File: src/design/cvs_pkg.sv
// Shared types and constants for the class vote smoother.
package cvs_pkg;

   localparam int NUM_CLASSES    = 4;
   localparam int CLASS_W        = 2;
   localparam int SCORE_W        = 8;
   localparam int COUNT_W        = 4;
   localparam int ENTRY_W        = 3;
   localparam int LED_W          = 3;
   localparam int SUM_W          = COUNT_W + 2;
   localparam int WINDOW_DEFAULT = 10;

   typedef logic signed [SCORE_W-1:0] score_type;
   typedef logic [CLASS_W-1:0]        class_type;
   typedef logic [COUNT_W-1:0]        count_type;
   typedef logic [ENTRY_W-1:0]        entry_type;
   typedef logic [LED_W-1:0]          led_type;
   typedef logic [SUM_W-1:0]          sum_type;

   localparam count_type COUNT_MAX = '1;
   localparam entry_type ENTRY_EMPTY = '0;

   localparam led_type LED_OFF    = 3'b000;
   localparam led_type LED_CLASS0 = 3'b001;
   localparam led_type LED_CLASS1 = 3'b010;
   localparam led_type LED_CLASS2 = 3'b100;
   localparam led_type LED_CLASS3 = 3'b111;

   // Update strobes for one class lane.
   typedef struct packed {
      logic step;
      logic drop;
      logic add;
   } lane_ctrl_type;

   // One response as it sits in the output stage.
   typedef struct packed {
      class_type voted_class;
      logic      window_full;
      led_type   led_pattern;
   } rsp_type;

endpackage

File: src/design/cvs_req_if.sv
// Request channel: four class scores with a valid/ready handshake.
interface cvs_req_if;
   import cvs_pkg::*;

   logic      valid;
   logic      ready;
   score_type score_0;
   score_type score_1;
   score_type score_2;
   score_type score_3;

   modport source (output valid, output score_0, output score_1, output score_2,
                   output score_3, input ready);
   modport sink   (input valid, input score_0, input score_1, input score_2,
                   input score_3, output ready);
endinterface

// Response channel: voted class, window status and LED bits.
interface cvs_rsp_if;
   import cvs_pkg::*;

   logic      valid;
   logic      ready;
   class_type voted_class;
   logic      window_full;
   led_type   led_pattern;

   modport source (output valid, output voted_class, output window_full,
                   output led_pattern, input ready);
   modport sink   (input valid, input voted_class, input window_full,
                   input led_pattern, output ready);
endinterface

File: src/design/cvs_lane.sv
// One class lane: holds the running count of ring entries for its class.
module cvs_lane (
   input  logic                  clock,
   input  logic                  reset,
   input  cvs_pkg::lane_ctrl_type ctrl,
   output cvs_pkg::count_type    count_next
);
   import cvs_pkg::*;

   count_type count_ff;
   count_type count_in;
   count_type dropped;

   // The count of an overwritten entry is lowered before the new one is added.
   always_comb begin
      dropped  = (ctrl.drop && count_ff != '0) ? count_ff - 1'b1 : count_ff;
      count_in = (ctrl.add && dropped != COUNT_MAX) ? dropped + 1'b1 : dropped;
   end

   always_ff @(posedge clock) begin
      if (reset) begin
         count_ff <= '0;
      end else if (ctrl.step) begin
         count_ff <= count_in;
      end
   end

   assign count_next = ctrl.step ? count_in : count_ff;

endmodule

File: src/design/cvs_merge.sv
// Merging stage: votes over the lane counts and checks whether the ring is full.
module cvs_merge #(
   parameter int WINDOW = cvs_pkg::WINDOW_DEFAULT
) (
   input  cvs_pkg::count_type counts [cvs_pkg::NUM_CLASSES],
   output cvs_pkg::class_type voted_class,
   output logic               window_full
);
   import cvs_pkg::*;

   localparam sum_type WINDOW_SUM = SUM_W'(WINDOW);

   count_type best_count;
   sum_type   total;

   // Strict compare keeps the lowest index on equal counts.
   always_comb begin
      voted_class = '0;
      best_count  = counts[0];
      total       = SUM_W'(counts[0]);
      for (int i = 1; i < NUM_CLASSES; i++) begin
         if (best_count < counts[i]) begin
            voted_class = CLASS_W'(i);
            best_count  = counts[i];
         end
         total = total + SUM_W'(counts[i]);
      end
      window_full = (total == WINDOW_SUM);
   end

endmodule

File: src/design/class_vote_smoother_core.sv
// Top level of the class vote smoother: argmax, sliding-window vote, LED hold.
//
// Each request carries four signed 8-bit class scores. The block picks the
// highest-scoring class (lowest index wins a tie), writes it into a ring of
// WINDOW entries, and keeps one running count per class in four parallel
// lanes; a merging stage then votes for the most frequent class (again lowest
// index on a tie) and checks whether every ring entry has been filled. Every
// request yields exactly one response with the voted class, the full flag and
// the LED bits; the LED bits follow the voted class only once the ring is full
// and hold their last value before that (all off after reset). The response
// to a request is registered; one request is taken every cycle while ready is
// high: the ring and count update for a request completes in the cycle it is
// accepted, so the next request sees it at once. A two-entry output stage
// (response register plus skid register) lets requests keep flowing while a
// response waits; ready drops only while the skid register is occupied.
module class_vote_smoother_core #(
   parameter int WINDOW = cvs_pkg::WINDOW_DEFAULT
) (
   input logic       clock,
   input logic       reset,
   cvs_req_if.sink   req_if,
   cvs_rsp_if.source rsp_if
);
   import cvs_pkg::*;

   localparam int SLOT_W = (WINDOW > 1) ? $clog2(WINDOW) : 1;
   localparam logic [SLOT_W-1:0] LAST_SLOT = SLOT_W'(WINDOW - 1);

   // Ring of class labels, stored as class plus one; zero marks an empty entry.
   entry_type         ring_ff [WINDOW];
   logic [SLOT_W-1:0] slot_ff;
   logic [SLOT_W-1:0] slot_in;
   led_type           led_hold_ff;
   led_type           led_hold_in;

   logic      out_valid_ff;
   rsp_type   out_data_ff;
   logic      skid_valid_ff;
   rsp_type   skid_data_ff;

   logic          accept;
   score_type     scores [NUM_CLASSES];
   score_type     best_score;
   class_type     best_class;
   entry_type     old_entry;
   class_type     old_class;
   logic          old_filled;
   lane_ctrl_type lane_ctrl [NUM_CLASSES];
   count_type     counts_next [NUM_CLASSES];
   class_type     voted_class;
   logic          window_full;
   rsp_type       new_rsp;
   logic          out_free;

   assign accept = req_if.valid && req_if.ready;
   assign req_if.ready = !skid_valid_ff;

   assign scores[0] = req_if.score_0;
   assign scores[1] = req_if.score_1;
   assign scores[2] = req_if.score_2;
   assign scores[3] = req_if.score_3;

   // Argmax over the scores; a strict compare keeps the lowest index on a tie.
   always_comb begin
      best_class = '0;
      best_score = scores[0];
      for (int i = 1; i < NUM_CLASSES; i++) begin
         if (scores[i] > best_score) begin
            best_class = CLASS_W'(i);
            best_score = scores[i];
         end
      end
   end

   // The entry about to be overwritten gives back its count to its class.
   assign old_entry  = ring_ff[slot_ff];
   assign old_filled = (old_entry != ENTRY_EMPTY);
   assign old_class  = CLASS_W'(old_entry - 1'b1);

   always_comb begin
      for (int i = 0; i < NUM_CLASSES; i++) begin
         lane_ctrl[i].step = accept;
         lane_ctrl[i].drop = accept && old_filled && (old_class == CLASS_W'(i));
         lane_ctrl[i].add  = accept && (best_class == CLASS_W'(i));
      end
   end

   for (genvar g = 0; g < NUM_CLASSES; g++) begin : g_lane
      cvs_lane u_lane (
         .clock      (clock),
         .reset      (reset),
         .ctrl       (lane_ctrl[g]),
         .count_next (counts_next[g])
      );
   end

   cvs_merge #(
      .WINDOW (WINDOW)
   ) u_merge (
      .counts      (counts_next),
      .voted_class (voted_class),
      .window_full (window_full)
   );

   function automatic led_type led_code(class_type cls);
      led_type code;
      unique case (cls)
         2'd0:    code = LED_CLASS0;
         2'd1:    code = LED_CLASS1;
         2'd2:    code = LED_CLASS2;
         default: code = LED_CLASS3;
      endcase
      return code;
   endfunction

   assign led_hold_in = window_full ? led_code(voted_class) : led_hold_ff;
   assign slot_in     = (slot_ff == LAST_SLOT) ? '0 : slot_ff + 1'b1;

   assign new_rsp.voted_class = voted_class;
   assign new_rsp.window_full = window_full;
   assign new_rsp.led_pattern = led_hold_in;

   // Ring, write slot and LED state advance once per accepted request.
   always_ff @(posedge clock) begin
      if (reset) begin
         for (int i = 0; i < WINDOW; i++) begin
            ring_ff[i] <= ENTRY_EMPTY;
         end
         slot_ff     <= '0;
         led_hold_ff <= LED_OFF;
      end else if (accept) begin
         ring_ff[slot_ff] <= ENTRY_W'(best_class) + 1'b1;
         slot_ff          <= slot_in;
         led_hold_ff      <= led_hold_in;
      end
   end

   // Output stage: the response register drains first, the skid register
   // catches a response produced while the response register is stalled.
   assign out_free = !out_valid_ff || rsp_if.ready;

   always_ff @(posedge clock) begin
      if (reset) begin
         out_valid_ff  <= 1'b0;
         skid_valid_ff <= 1'b0;
      end else if (out_free) begin
         out_valid_ff  <= skid_valid_ff || accept;
         skid_valid_ff <= 1'b0;
      end else if (accept) begin
         skid_valid_ff <= 1'b1;
      end
   end

   always_ff @(posedge clock) begin
      if (out_free) begin
         out_data_ff <= skid_valid_ff ? skid_data_ff : new_rsp;
      end else if (accept) begin
         skid_data_ff <= new_rsp;
      end
   end

   assign rsp_if.valid       = out_valid_ff;
   assign rsp_if.voted_class = out_data_ff.voted_class;
   assign rsp_if.window_full = out_data_ff.window_full;
   assign rsp_if.led_pattern = out_data_ff.led_pattern;

   // The skid register is only ever filled behind a waiting response.
   a_skid_behind_out: assert property (@(posedge clock) disable iff (reset)
      skid_valid_ff |-> out_valid_ff)
      else $error("skid register holds a response while the output is empty");

   // The write slot never leaves the ring.
   a_slot_range: assert property (@(posedge clock) disable iff (reset)
      slot_ff <= LAST_SLOT)
      else $error("write slot outside the ring");

   // Before the ring fills, the LED bits hold their value.
   a_led_hold: assert property (@(posedge clock) disable iff (reset)
      accept && !window_full |=> led_hold_ff == $past(led_hold_ff))
      else $error("LED bits changed while the ring was not full");

   // A full window always shows a lit LED pattern.
   a_full_lit: assert property (@(posedge clock) disable iff (reset)
      out_valid_ff && out_data_ff.window_full |-> out_data_ff.led_pattern != LED_OFF)
      else $error("full window with all LEDs off");

endmodule

File: src/flat_wrapper.sv
// flat-port wrapper written by rule: the top's interface ports become plain ports
module class_vote_smoother_core_flat import cvs_pkg::*;
#(
   parameter int WINDOW = cvs_pkg::WINDOW_DEFAULT
)
  (clock, reset, req_if_valid, req_if_score_0, req_if_score_1, req_if_score_2, req_if_score_3, req_if_ready, rsp_if_valid, rsp_if_voted_class, rsp_if_window_full, rsp_if_led_pattern, rsp_if_ready);
  cvs_req_if req_if_i ();
  cvs_rsp_if rsp_if_i ();
  input logic clock;
  input logic reset;
  input wire logic [$bits(req_if_i.valid)-1:0] req_if_valid;
  input wire logic [$bits(req_if_i.score_0)-1:0] req_if_score_0;
  input wire logic [$bits(req_if_i.score_1)-1:0] req_if_score_1;
  input wire logic [$bits(req_if_i.score_2)-1:0] req_if_score_2;
  input wire logic [$bits(req_if_i.score_3)-1:0] req_if_score_3;
  output wire logic [$bits(req_if_i.ready)-1:0] req_if_ready;
  output wire logic [$bits(rsp_if_i.valid)-1:0] rsp_if_valid;
  output wire logic [$bits(rsp_if_i.voted_class)-1:0] rsp_if_voted_class;
  output wire logic [$bits(rsp_if_i.window_full)-1:0] rsp_if_window_full;
  output wire logic [$bits(rsp_if_i.led_pattern)-1:0] rsp_if_led_pattern;
  input wire logic [$bits(rsp_if_i.ready)-1:0] rsp_if_ready;
  assign req_if_i.valid = req_if_valid;
  assign req_if_i.score_0 = req_if_score_0;
  assign req_if_i.score_1 = req_if_score_1;
  assign req_if_i.score_2 = req_if_score_2;
  assign req_if_i.score_3 = req_if_score_3;
  assign req_if_ready = req_if_i.ready;
  assign rsp_if_valid = rsp_if_i.valid;
  assign rsp_if_voted_class = rsp_if_i.voted_class;
  assign rsp_if_window_full = rsp_if_i.window_full;
  assign rsp_if_led_pattern = rsp_if_i.led_pattern;
  assign rsp_if_i.ready = rsp_if_ready;
  class_vote_smoother_core #(.WINDOW(WINDOW)) u_core (.clock(clock), .reset(reset), .req_if(req_if_i), .rsp_if(rsp_if_i));
endmodule
File: config.mk
export PLATFORM = sky130hd
export DESIGN_NAME = class_vote_smoother_core_flat
export DESIGN_NICKNAME = d
export VERILOG_FILES = /design/src/design/cvs_pkg.sv /design/src/design/cvs_req_if.sv /design/src/design/cvs_lane.sv /design/src/design/cvs_merge.sv /design/src/design/class_vote_smoother_core.sv /design/src/flat_wrapper.sv
export SDC_FILE = /design/constraint.sdc
export NUM_CORES = 1
export LEC_CHECK = 0
export BUFFER_PORTS_ARGS = -buffer_cell sky130_fd_sc_hd__buf_4
export CAP_MARGIN = 20
export CELL_PAD_IN_SITES_DETAIL_PLACEMENT = 0
export CELL_PAD_IN_SITES_GLOBAL_PLACEMENT = 1
export CORE_MARGIN = 2
export CORE_UTILIZATION = 40
export CTS_CLUSTER_SIZE = 14
export DETAILED_ROUTE_END_ITERATION = 7
export PLACE_DENSITY = 0.73
export SETUP_SLACK_MARGIN = 0.3
export SLEW_MARGIN = 20
export SYNTH_ARGS = -nofsm -noshare
export SYNTH_HDL_FRONTEND = slang
export SYNTH_SLANG_ARGS = --single-unit
export TNS_END_PERCENT = 5
File: constraint.sdc
create_clock -name clock -period 43.9 [get_ports clock]
set_input_delay 13.17 -clock clock [delete_from_list [all_inputs] [get_ports clock]]
set_output_delay 13.17 -clock clock [all_outputs]
set_load 0.05 [all_outputs]
# Yosys cells after proc, flatten, opt, wreduce, memory -nomap -nowiden
# Memory sizes are Yosys's and may differ from the RTL's. A register that Yosys moved wholly into a read port is not among the register bits.
# Cells that the tools add are included.
dict set report op_classes {
  addsub 14
  n_eq_ne 14
  n_reduce_logical 33
  mux 36
  magnitude_cmp 6
  n_bitwise 1
}
# operator n
set ops {}
lappend ops {{two-way mux 4 bit} 18}
lappend ops {{> comparator 8 bit} 3}
lappend ops {{adder 4 x 1 -> 4 bit, second input constant} 5}
lappend ops {{logical AND 1 bit} 18}
lappend ops {{two-way mux 8 bit} 2}
lappend ops {{!= test 4 bit, second input constant} 4}
lappend ops {{nonzero test 4 bit} 4}
lappend ops {{subtractor 4 x 1 -> 4 bit, second input constant} 4}
lappend ops {{< comparator 4 bit} 3}
lappend ops {{equality test 2 bit, second input constant} 5}
lappend ops {{one-hot mux 3 bit (3 select lines)} 1}
lappend ops {{two-way mux 1 bit} 8}
lappend ops {{two-way mux 2 bit} 4}
lappend ops {{adder 5 x 4 -> 6 bit} 1}
lappend ops {{adder 6 x 4 -> 6 bit} 1}
lappend ops {{equality test 2 x 1 -> 1 bit, second input constant} 3}
lappend ops {{equality test 6 x 4 -> 1 bit, second input constant} 1}
lappend ops {{logical NOT 2 bit} 3}
lappend ops {{two-way mux 3 bit} 2}
lappend ops {{two-way mux 6 bit} 1}
lappend ops {{adder 4 x 4 -> 5 bit} 1}
lappend ops {{equality test 4 bit, second input constant} 1}
lappend ops {{adder 2 x 1 -> 3 bit, second input constant} 1}
lappend ops {{nonzero test 3 bit} 1}
lappend ops {{other kinds (7)} 9}
dict set report totals {
  regBits 37
  mem_count 1
  inputBits 36
  elab_cells 119
  mem_bits_rw 30
}
# memory words width read_ports rd_clocked_by_memory_dff wr line_no
set memory_table {}
lappend memory_table {u_core.ring_ff 10 3 1 1 10 class_vote_smoother_core.sv:30} ;# entry_type ring_ff [WINDOW];

# Logic depth before layout (Yosys ltp)
dict set report depth {
  depth_word 21
  depth_mapped 63
  ltp_nobuf 62
}

# By module
# Synthesis repeated with hierarchy kept, for this count alone.
dict set report unflattened {
  hier_cells 663
  hier_area_um2 6535.0
}
# module area_each_um2 cells_per_inst instances
set modules_own_cells {}
lappend modules_own_cells {class_vote_smoother_core 4056.4 348 1}
lappend modules_own_cells {cvs_lane 441.7 59 4}
lappend modules_own_cells {cvs_merge 711.9 79 1}

# Worst setup path after synthesis
# No wires, ideal clock.
dict set report synth_path {
  kind {in2reg}
  startpoint {input req_if_score_0[1]}
  endpoint {register u_core.out_data_ff (netlist bit u_core.rsp_if.voted_class[1]) (data pin)}
  n_path_buf 2
  arrival_time_ns 23.014
  cell_stages 61
  required_ns 43.640
  setup_slack_ns 20.626
  cell_sequence {inv_1 -> ha_1 -> nor2b_1 -> o21a_1 -> o21ai_0 -> nand2b_1 -> a21oi_1 -> nor2b_1 -> o21ai_0 -> a21oi_1 -> a21oi_1 -> buf_1 -> mux2i_1 -> ha_1 -> nor2b_1 -> o21a_1 -> o21ai_0 -> nand2b_1 -> [25 not listed] -> a21o_1 -> ha_1 -> inv_1 -> a41oi_1 -> o21ai_0 -> nand2_1 -> ha_1 -> and3_1 -> a211oi_1 -> o31ai_4 -> mux2_1 -> ha_1 -> o211ai_1 -> a31oi_1 -> o21ai_0 -> o211ai_2 -> nand2_1 -> mux2_2}
}
dict set report synth_via {
  elab_chain_len 18
  elab_cells_between_ends 36
}
# item line_no
set synth_rtl {}
lappend synth_rtl {{start, declared} flat_wrapper.sv:12} ;# input wire logic [$bits(req_if_i.score_0)-1:0] req_if_score_0;
lappend synth_rtl {{> comparator 8 bit} class_vote_smoother_core.sv:68} ;# if (scores[i] > best_score) begin
lappend synth_rtl {{two-way mux 8 bit} class_vote_smoother_core.sv:68}
lappend synth_rtl {{> comparator 8 bit} class_vote_smoother_core.sv:68}
lappend synth_rtl {{two-way mux 8 bit} class_vote_smoother_core.sv:68}
lappend synth_rtl {{> comparator 8 bit} class_vote_smoother_core.sv:68}
lappend synth_rtl {{two-way mux 2 bit (*)} class_vote_smoother_core.sv:68}
lappend synth_rtl {{equality test 2 x 1 -> 1 bit / logical NOT 2 bit (equally long branches)} class_vote_smoother_core.sv:84} ;# lane_ctrl[i].add = accept && (best_class == CLASS_W'(i));
lappend synth_rtl {{logical AND 1 bit} class_vote_smoother_core.sv:84}
lappend synth_rtl {{[3 not listed]} -}
lappend synth_rtl {{< comparator 4 bit} cvs_merge.sv:22} ;# if (best_count < counts[i]) begin
lappend synth_rtl {{two-way mux 4 bit} cvs_merge.sv:22}
lappend synth_rtl {{< comparator 4 bit} cvs_merge.sv:22}
lappend synth_rtl {{two-way mux 4 bit} cvs_merge.sv:22}
lappend synth_rtl {{< comparator 4 bit} cvs_merge.sv:22}
lappend synth_rtl {{two-way mux 2 bit (*)} cvs_merge.sv:22}
lappend synth_rtl {{net u_core.u_merge.voted_class[1]} cvs_merge.sv:6} ;# output cvs_pkg::class_type voted_class,
lappend synth_rtl {{two-way mux 6 bit (*)} class_vote_smoother_core.sv:156} ;# out_data_ff <= skid_valid_ff ? skid_data_ff : new_rsp;
lappend synth_rtl {{end signal, assigned} class_vote_smoother_core.sv:156}
lappend synth_rtl {{end, declared} class_vote_smoother_core.sv:37} ;# rsp_type out_data_ff;
# The timed path passes the listed nets; every way through them passes the cells marked *.
# A chain may end at the register's enable or synchronous reset.

# Final worst setup path
dict set report layout_path {
  startpoint {input req_if_score_1[1]}
  endpoint {register u_core.out_data_ff (netlist bit u_core.rsp_if.voted_class[1]) (data pin)}
}
dict set report layout_via {
  elab_chain_len 18
  elab_cells_between_ends 36
}
# item line_no
set layout_rtl {}
lappend layout_rtl {{start, declared} flat_wrapper.sv:13} ;# input wire logic [$bits(req_if_i.score_1)-1:0] req_if_score_1;
lappend layout_rtl {{> comparator 8 bit} class_vote_smoother_core.sv:68}
lappend layout_rtl {{two-way mux 8 bit} class_vote_smoother_core.sv:68}
lappend layout_rtl {{> comparator 8 bit} class_vote_smoother_core.sv:68}
lappend layout_rtl {{two-way mux 8 bit} class_vote_smoother_core.sv:68}
lappend layout_rtl {{> comparator 8 bit} class_vote_smoother_core.sv:68}
lappend layout_rtl {{two-way mux 2 bit (*)} class_vote_smoother_core.sv:68}
lappend layout_rtl {{equality test 2 x 1 -> 1 bit / logical NOT 2 bit (equally long branches)} class_vote_smoother_core.sv:84}
lappend layout_rtl {{logical AND 1 bit} class_vote_smoother_core.sv:84}
lappend layout_rtl {{[3 not listed]} -}
lappend layout_rtl {{< comparator 4 bit} cvs_merge.sv:22}
lappend layout_rtl {{two-way mux 4 bit} cvs_merge.sv:22}
lappend layout_rtl {{< comparator 4 bit} cvs_merge.sv:22}
lappend layout_rtl {{two-way mux 4 bit} cvs_merge.sv:22}
lappend layout_rtl {{< comparator 4 bit} cvs_merge.sv:22}
lappend layout_rtl {{two-way mux 2 bit (*)} cvs_merge.sv:22}
lappend layout_rtl {{net u_core.u_merge.voted_class[1]} cvs_merge.sv:6}
lappend layout_rtl {{two-way mux 6 bit (*)} class_vote_smoother_core.sv:156}
# Marked as above.

==> results.md <==
Worst setup path:
- Setup slack on the worst reg-to-reg path comes out at 35.35 ns.
- The endpoint of the lowest-slack register-to-register path is u_core.rsp_if.voted_class[1].
- For the worst setup path, the data arrival time is 24.30 ns.
- The critical path in this run is classified as input port to flip-flop.
- The cell with the biggest individual delay on the critical path is sky130_fd_sc_hd__a21oi_2.
- The worst setup path is captured at a flip-flop.
- The maximum fanout along the worst path is 16.
- STA puts the critical path data required time at 44.00 ns.
- The startpoint type of the worst setup path is an input port.
- The worst reg2reg path depth is 32.
- The delay of the slowest cell on the worst path is 0.51 ns.

STA:
- At the pin with the least slew margin, the transition time is 1.110 ns.
- Setup repair after global routing left no endpoint under its margin.
- In the finished design, the share of the clock period the worst path needs comes to 0.5512.
- For the final database, setup skew stands at 0.01169 ns.
- The time the worst path needs with I/O delays and setup is 24.20 ns.
- The final setup TNS is 0 ns.
- The number of failing hold endpoints at the final stage is 0.
- The max-slew violation total from the final report is 0.
- Timing would allow up to 41.33 MHz.
- The normalized max-slew margin is 0.2565.
- Setup violations remaining at the end of the flow were counted as 0.

Min path:
- The kind of path behind the tightest hold check is flip-flop to flip-flop.
- The worst hold path begins at u_core.led_hold_ff[0].
- For hold timing, the worst endpoint is u_core.led_hold_ff[0].
- Along the worst hold path, the cell count comes to 2.

Drt:
- The count of nets left with antenna violations after detail routing is 0.
- The routed length per placed instance is 16.11 um.
- The routed layout has 4925 vias.
- The average via count per standard cell is 5.448.
- The first detailed-routing pass ran for 7 iterations.
- In the routed design, unresolved DRC markers number 0.
- After the first detailed-routing iteration, the DRC count stood at 330.
- The wire length reported by the detailed router is 14.57 mm.

Pwr:
- Of the total power, the share spent switching nets is 0.3656.
- Internal power comes to 0.1980 mW.
- The analysis attributes to net switching a power of 0.1141 mW.
- Of the total power, combinational logic draws 0.396.
- The power density relative to cell area is 43.58 nW/um^2.
- Summed over all cells, the static leakage comes to 3.014 nW.
- The share of total power dissipated in the clock network is 0.272.
- The worst-case IR drop observed on VDD is 0.01710 mV.
- The sequential share of power is 0.332.
- The power consumption is 0.3121 mW.

Floorplan:
- The initial utilization of the core area, before any placement, comes to 0.4132.
- The die boundary width is 129.8 um.
- After floorplanning, the core was divided into 45 placement rows.
- The area inside the core boundary is 15310 um^2.
- In this run the vertical extent of the chip is 129.8 um.
- The boundary pin count is 44.
- The die covers 16840 um^2.

Run:
- Max-cap violations in this run came to 0.

Finish:
- Counting the fill cells in the layout gives 1461.
- The area growth from synthesis to layout is 13.19%.
- The total number of nets in the final design is 782.
- The proportion of layout cells with a drive suffix above 1 is 0.1501.
- With fillers left out, the area of the finished cells amounts to 7163 um^2.
- The multi-input gate area in the final layout is 3664 um^2.
- Across the whole layout, storage elements account for 2382 um^2.
- The antenna diode instance count is 0.

Synthesis:
- The mapped netlist covers 6329 um^2.
- The register bit count reported by yosys is 89.
- The commonest cells after synthesis are 94 x sky130_fd_sc_hd__nor2_1, 60 x sky130_fd_sc_hd__edfxtp_1, 50 x sky130_fd_sc_hd__ha_1, 47 x sky130_fd_sc_hd__nand2_1, 46 x sky130_fd_sc_hd__inv_1.
- The synthesized design spends more area on one cell type than any other, namely sky130_fd_sc_hd__edfxtp_1.
- The net count of the mapped netlist is 745.
- By area the synthesized netlist is led by sky130_fd_sc_hd__edfxtp_1 28%, sky130_fd_sc_hd__ha_1 9.9%, sky130_fd_sc_hd__dfxtp_1 9.2%.
- The area fraction of the dominant cell type after synthesis is 0.2847.
- The number of different library cells used by synthesis comes to 72.
- The most repeated cell in the gate-level netlist after synthesis is sky130_fd_sc_hd__nor2_1.
- In this run, synthesis inferred 60 flip-flops with an integrated enable.
- The sequential element share of the synthesized area is 0.3764.
- For this run, asynchronously set or reset flops after synthesis account for 0.
- The instance count of the mapped netlist is 651.
- The synthesized area per cell is 9.721 um^2.
- In the synthesized netlist the dominant register cell turns out to be sky130_fd_sc_hd__edfxtp_1.
- The number of synthesis warnings is 0.

Clock network:
- The CTS H-tree depth is 3.
- The number of sinks handled by clock tree synthesis is 89.
- The number of hold-repair buffers added at the cts stage is 0.
- The number of gates resized after CTS was 0.
- The deepest clock path buffer count is 2.
- The tree is rooted in a sky130_fd_sc_hd__clkbuf_16.
- The worst-skew pair later-pin latency is 0.35 ns.
- The number of setup buffers added after CTS is 0.
- The clock slew seen by the registers of the worst setup and hold paths is 0.07 ns.
- The CTS tree is built.
- The number of clock buffers added by TritonCTS is 9.

Placed design:
- The count of buffers added on input and output ports is 43.
- The detailed placer's ending HPWL is 11.10 mm.
- At the end of routability-driven placement, the weighted congestion stood at 0.9240.
- Once placement finished, the instance area stood at 6829 um^2.

Global route:
- Across every metal layer, demand over resource in global routing totals 0.1839.
- The initial antenna violation count came to 0.
- The first global-routing pass estimated 24.41 mm of wire.
- The pin count of the biggest net entering global routing is 39.
- The number of global-route vias before repair is 4861.
- The total overflow left after global routing is 0.

Outcome:
- The run finished with clean final reports.
sequential cells by signal, summed over array words and instances (netlist names), 2 cells and up, named ones only:
signal                         cells
u_core.led_hold_ff                 3
u_core.rsp_if.voted_class          2
u_core.rsp_if.led_pattern          3
u_core.g_lane.u_lane.count_ff     16
u_core.ring_ff                    48
u_core.slot_ff                     4
u_core.skid_data_ff                6
per-stage QoR:
step	setup slack (ns)	std cells	hold WS, ns	util
CTS	19.34	903	0.5263	0.4672
floorplan	20.63	651	0.4850	-
global route	18.54	904	0.5518	0.4677
detailed placement	19.10	887	0.5174	0.4459
global placement	19.40	887	0.5018	0.4459
finish	19.70	904	0.5214	0.4677
critical path, delay by kind of cell:
| family | cells | cell delay [ns] |
|---|---|---|
| fa+ha+maj | 7 | 2.01 |
| mux | 3 | 0.97 |
| simple gates | 15 | 1.50 |
| buf+inv | 4 | 0.55 |
| compound gates | 33 | 6.08 |
cell families (layout without fill, tap and decap cells):
family,after synthesis,count (layout),synth area share
AND/OR/NAND/NOR,251,251,0.1930
AO/OA/AOI/OAI,129,129,0.1536
flip-flops,89,89,0.3764
buffers and inverters,68,110,0.04527
adder cells (fa/ha/maj),58,58,0.1242
multiplexers,44,44,0.09094
XOR/XNOR,12,12,0.01661
area by class of cell:
type                    instances  area share
multi-input cells             494      0.5114
flip-flops and latches         89      0.3326
repair buffers                 47     0.04891
well taps                     211     0.03686
clock buffers                  10     0.03197
inverters                      47     0.02480
clock inverters                 6     0.01345
layer usage:
metal	up-vias	part of all wire	GRT usage
met5	-	0	0
met4	0	0.014	0.05187
met3	13	0.045	0.03567
met2	113	0.46	0.2981
met1	2361	0.48	0.2519
li1	2438	-	-
worst max path at each step:
stage | cells after the start | to | from | slack (ns)
floorplan | 61 | u_core.rsp_if.voted_class[1] | req_if_score_0[1] | 20.63
CTS | 62 | u_core.rsp_if.voted_class[1] | req_if_score_1[1] | 19.34
detailed placement | 62 | u_core.rsp_if.voted_class[1] | req_if_score_1[1] | 19.10
global placement | 61 | u_core.rsp_if.voted_class[1] | req_if_score_1[1] | 19.40
global route | 62 | u_core.rsp_if.voted_class[1] | req_if_score_1[1] | 18.54
finish | 62 | u_core.rsp_if.voted_class[1] | req_if_score_1[1] | 19.70
power groups by stage:
stage / logic, mW / clock network (mW) / registers [mW]
after global routing: 0.138 / 0.0896 / 0.105
after detailed placement: 0.123 / 0 / 0.106
after CTS: 0.124 / 0.0851 / 0.104
after global placement: 0.119 / 0 / 0.105
after floorplan: 0.0892 / 0 / 0.110
final: 0.124 / 0.0848 / 0.104
placed cells by master (no fill, tap or decap), types with 5 or more instances in the layout:
cell	netlist	layout
sky130_fd_sc_hd__edfxtp_1	60	60
sky130_fd_sc_hd__buf_4	0	46
sky130_fd_sc_hd__clkbuf_16	0	9
sky130_fd_sc_hd__fa_1	8	8
sky130_fd_sc_hd__mux2i_1	23	23
sky130_fd_sc_hd__a21o_1	14	14
sky130_fd_sc_hd__o211ai_1	8	8
sky130_fd_sc_hd__nand3_1	20	20
sky130_fd_sc_hd__nand2_1	47	47
sky130_fd_sc_hd__xnor2_1	7	7
sky130_fd_sc_hd__xor2_1	5	5
sky130_fd_sc_hd__a21oi_1	29	28
sky130_fd_sc_hd__nor3_1	12	12
sky130_fd_sc_hd__ha_1	50	50
sky130_fd_sc_hd__o21ai_0	26	26
sky130_fd_sc_hd__nor4_1	5	5
sky130_fd_sc_hd__a31oi_1	8	8
sky130_fd_sc_hd__nand4_1	5	5
sky130_fd_sc_hd__nor2_1	94	94
sky130_fd_sc_hd__mux4_2	9	9
sky130_fd_sc_hd__mux2_2	9	9
sky130_fd_sc_hd__nand2b_1	20	20
sky130_fd_sc_hd__nor2b_1	20	20
sky130_fd_sc_hd__dfxtp_1	29	29
sky130_fd_sc_hd__inv_1	46	46
No activity file was read; power rests on OpenSTA's default activity.
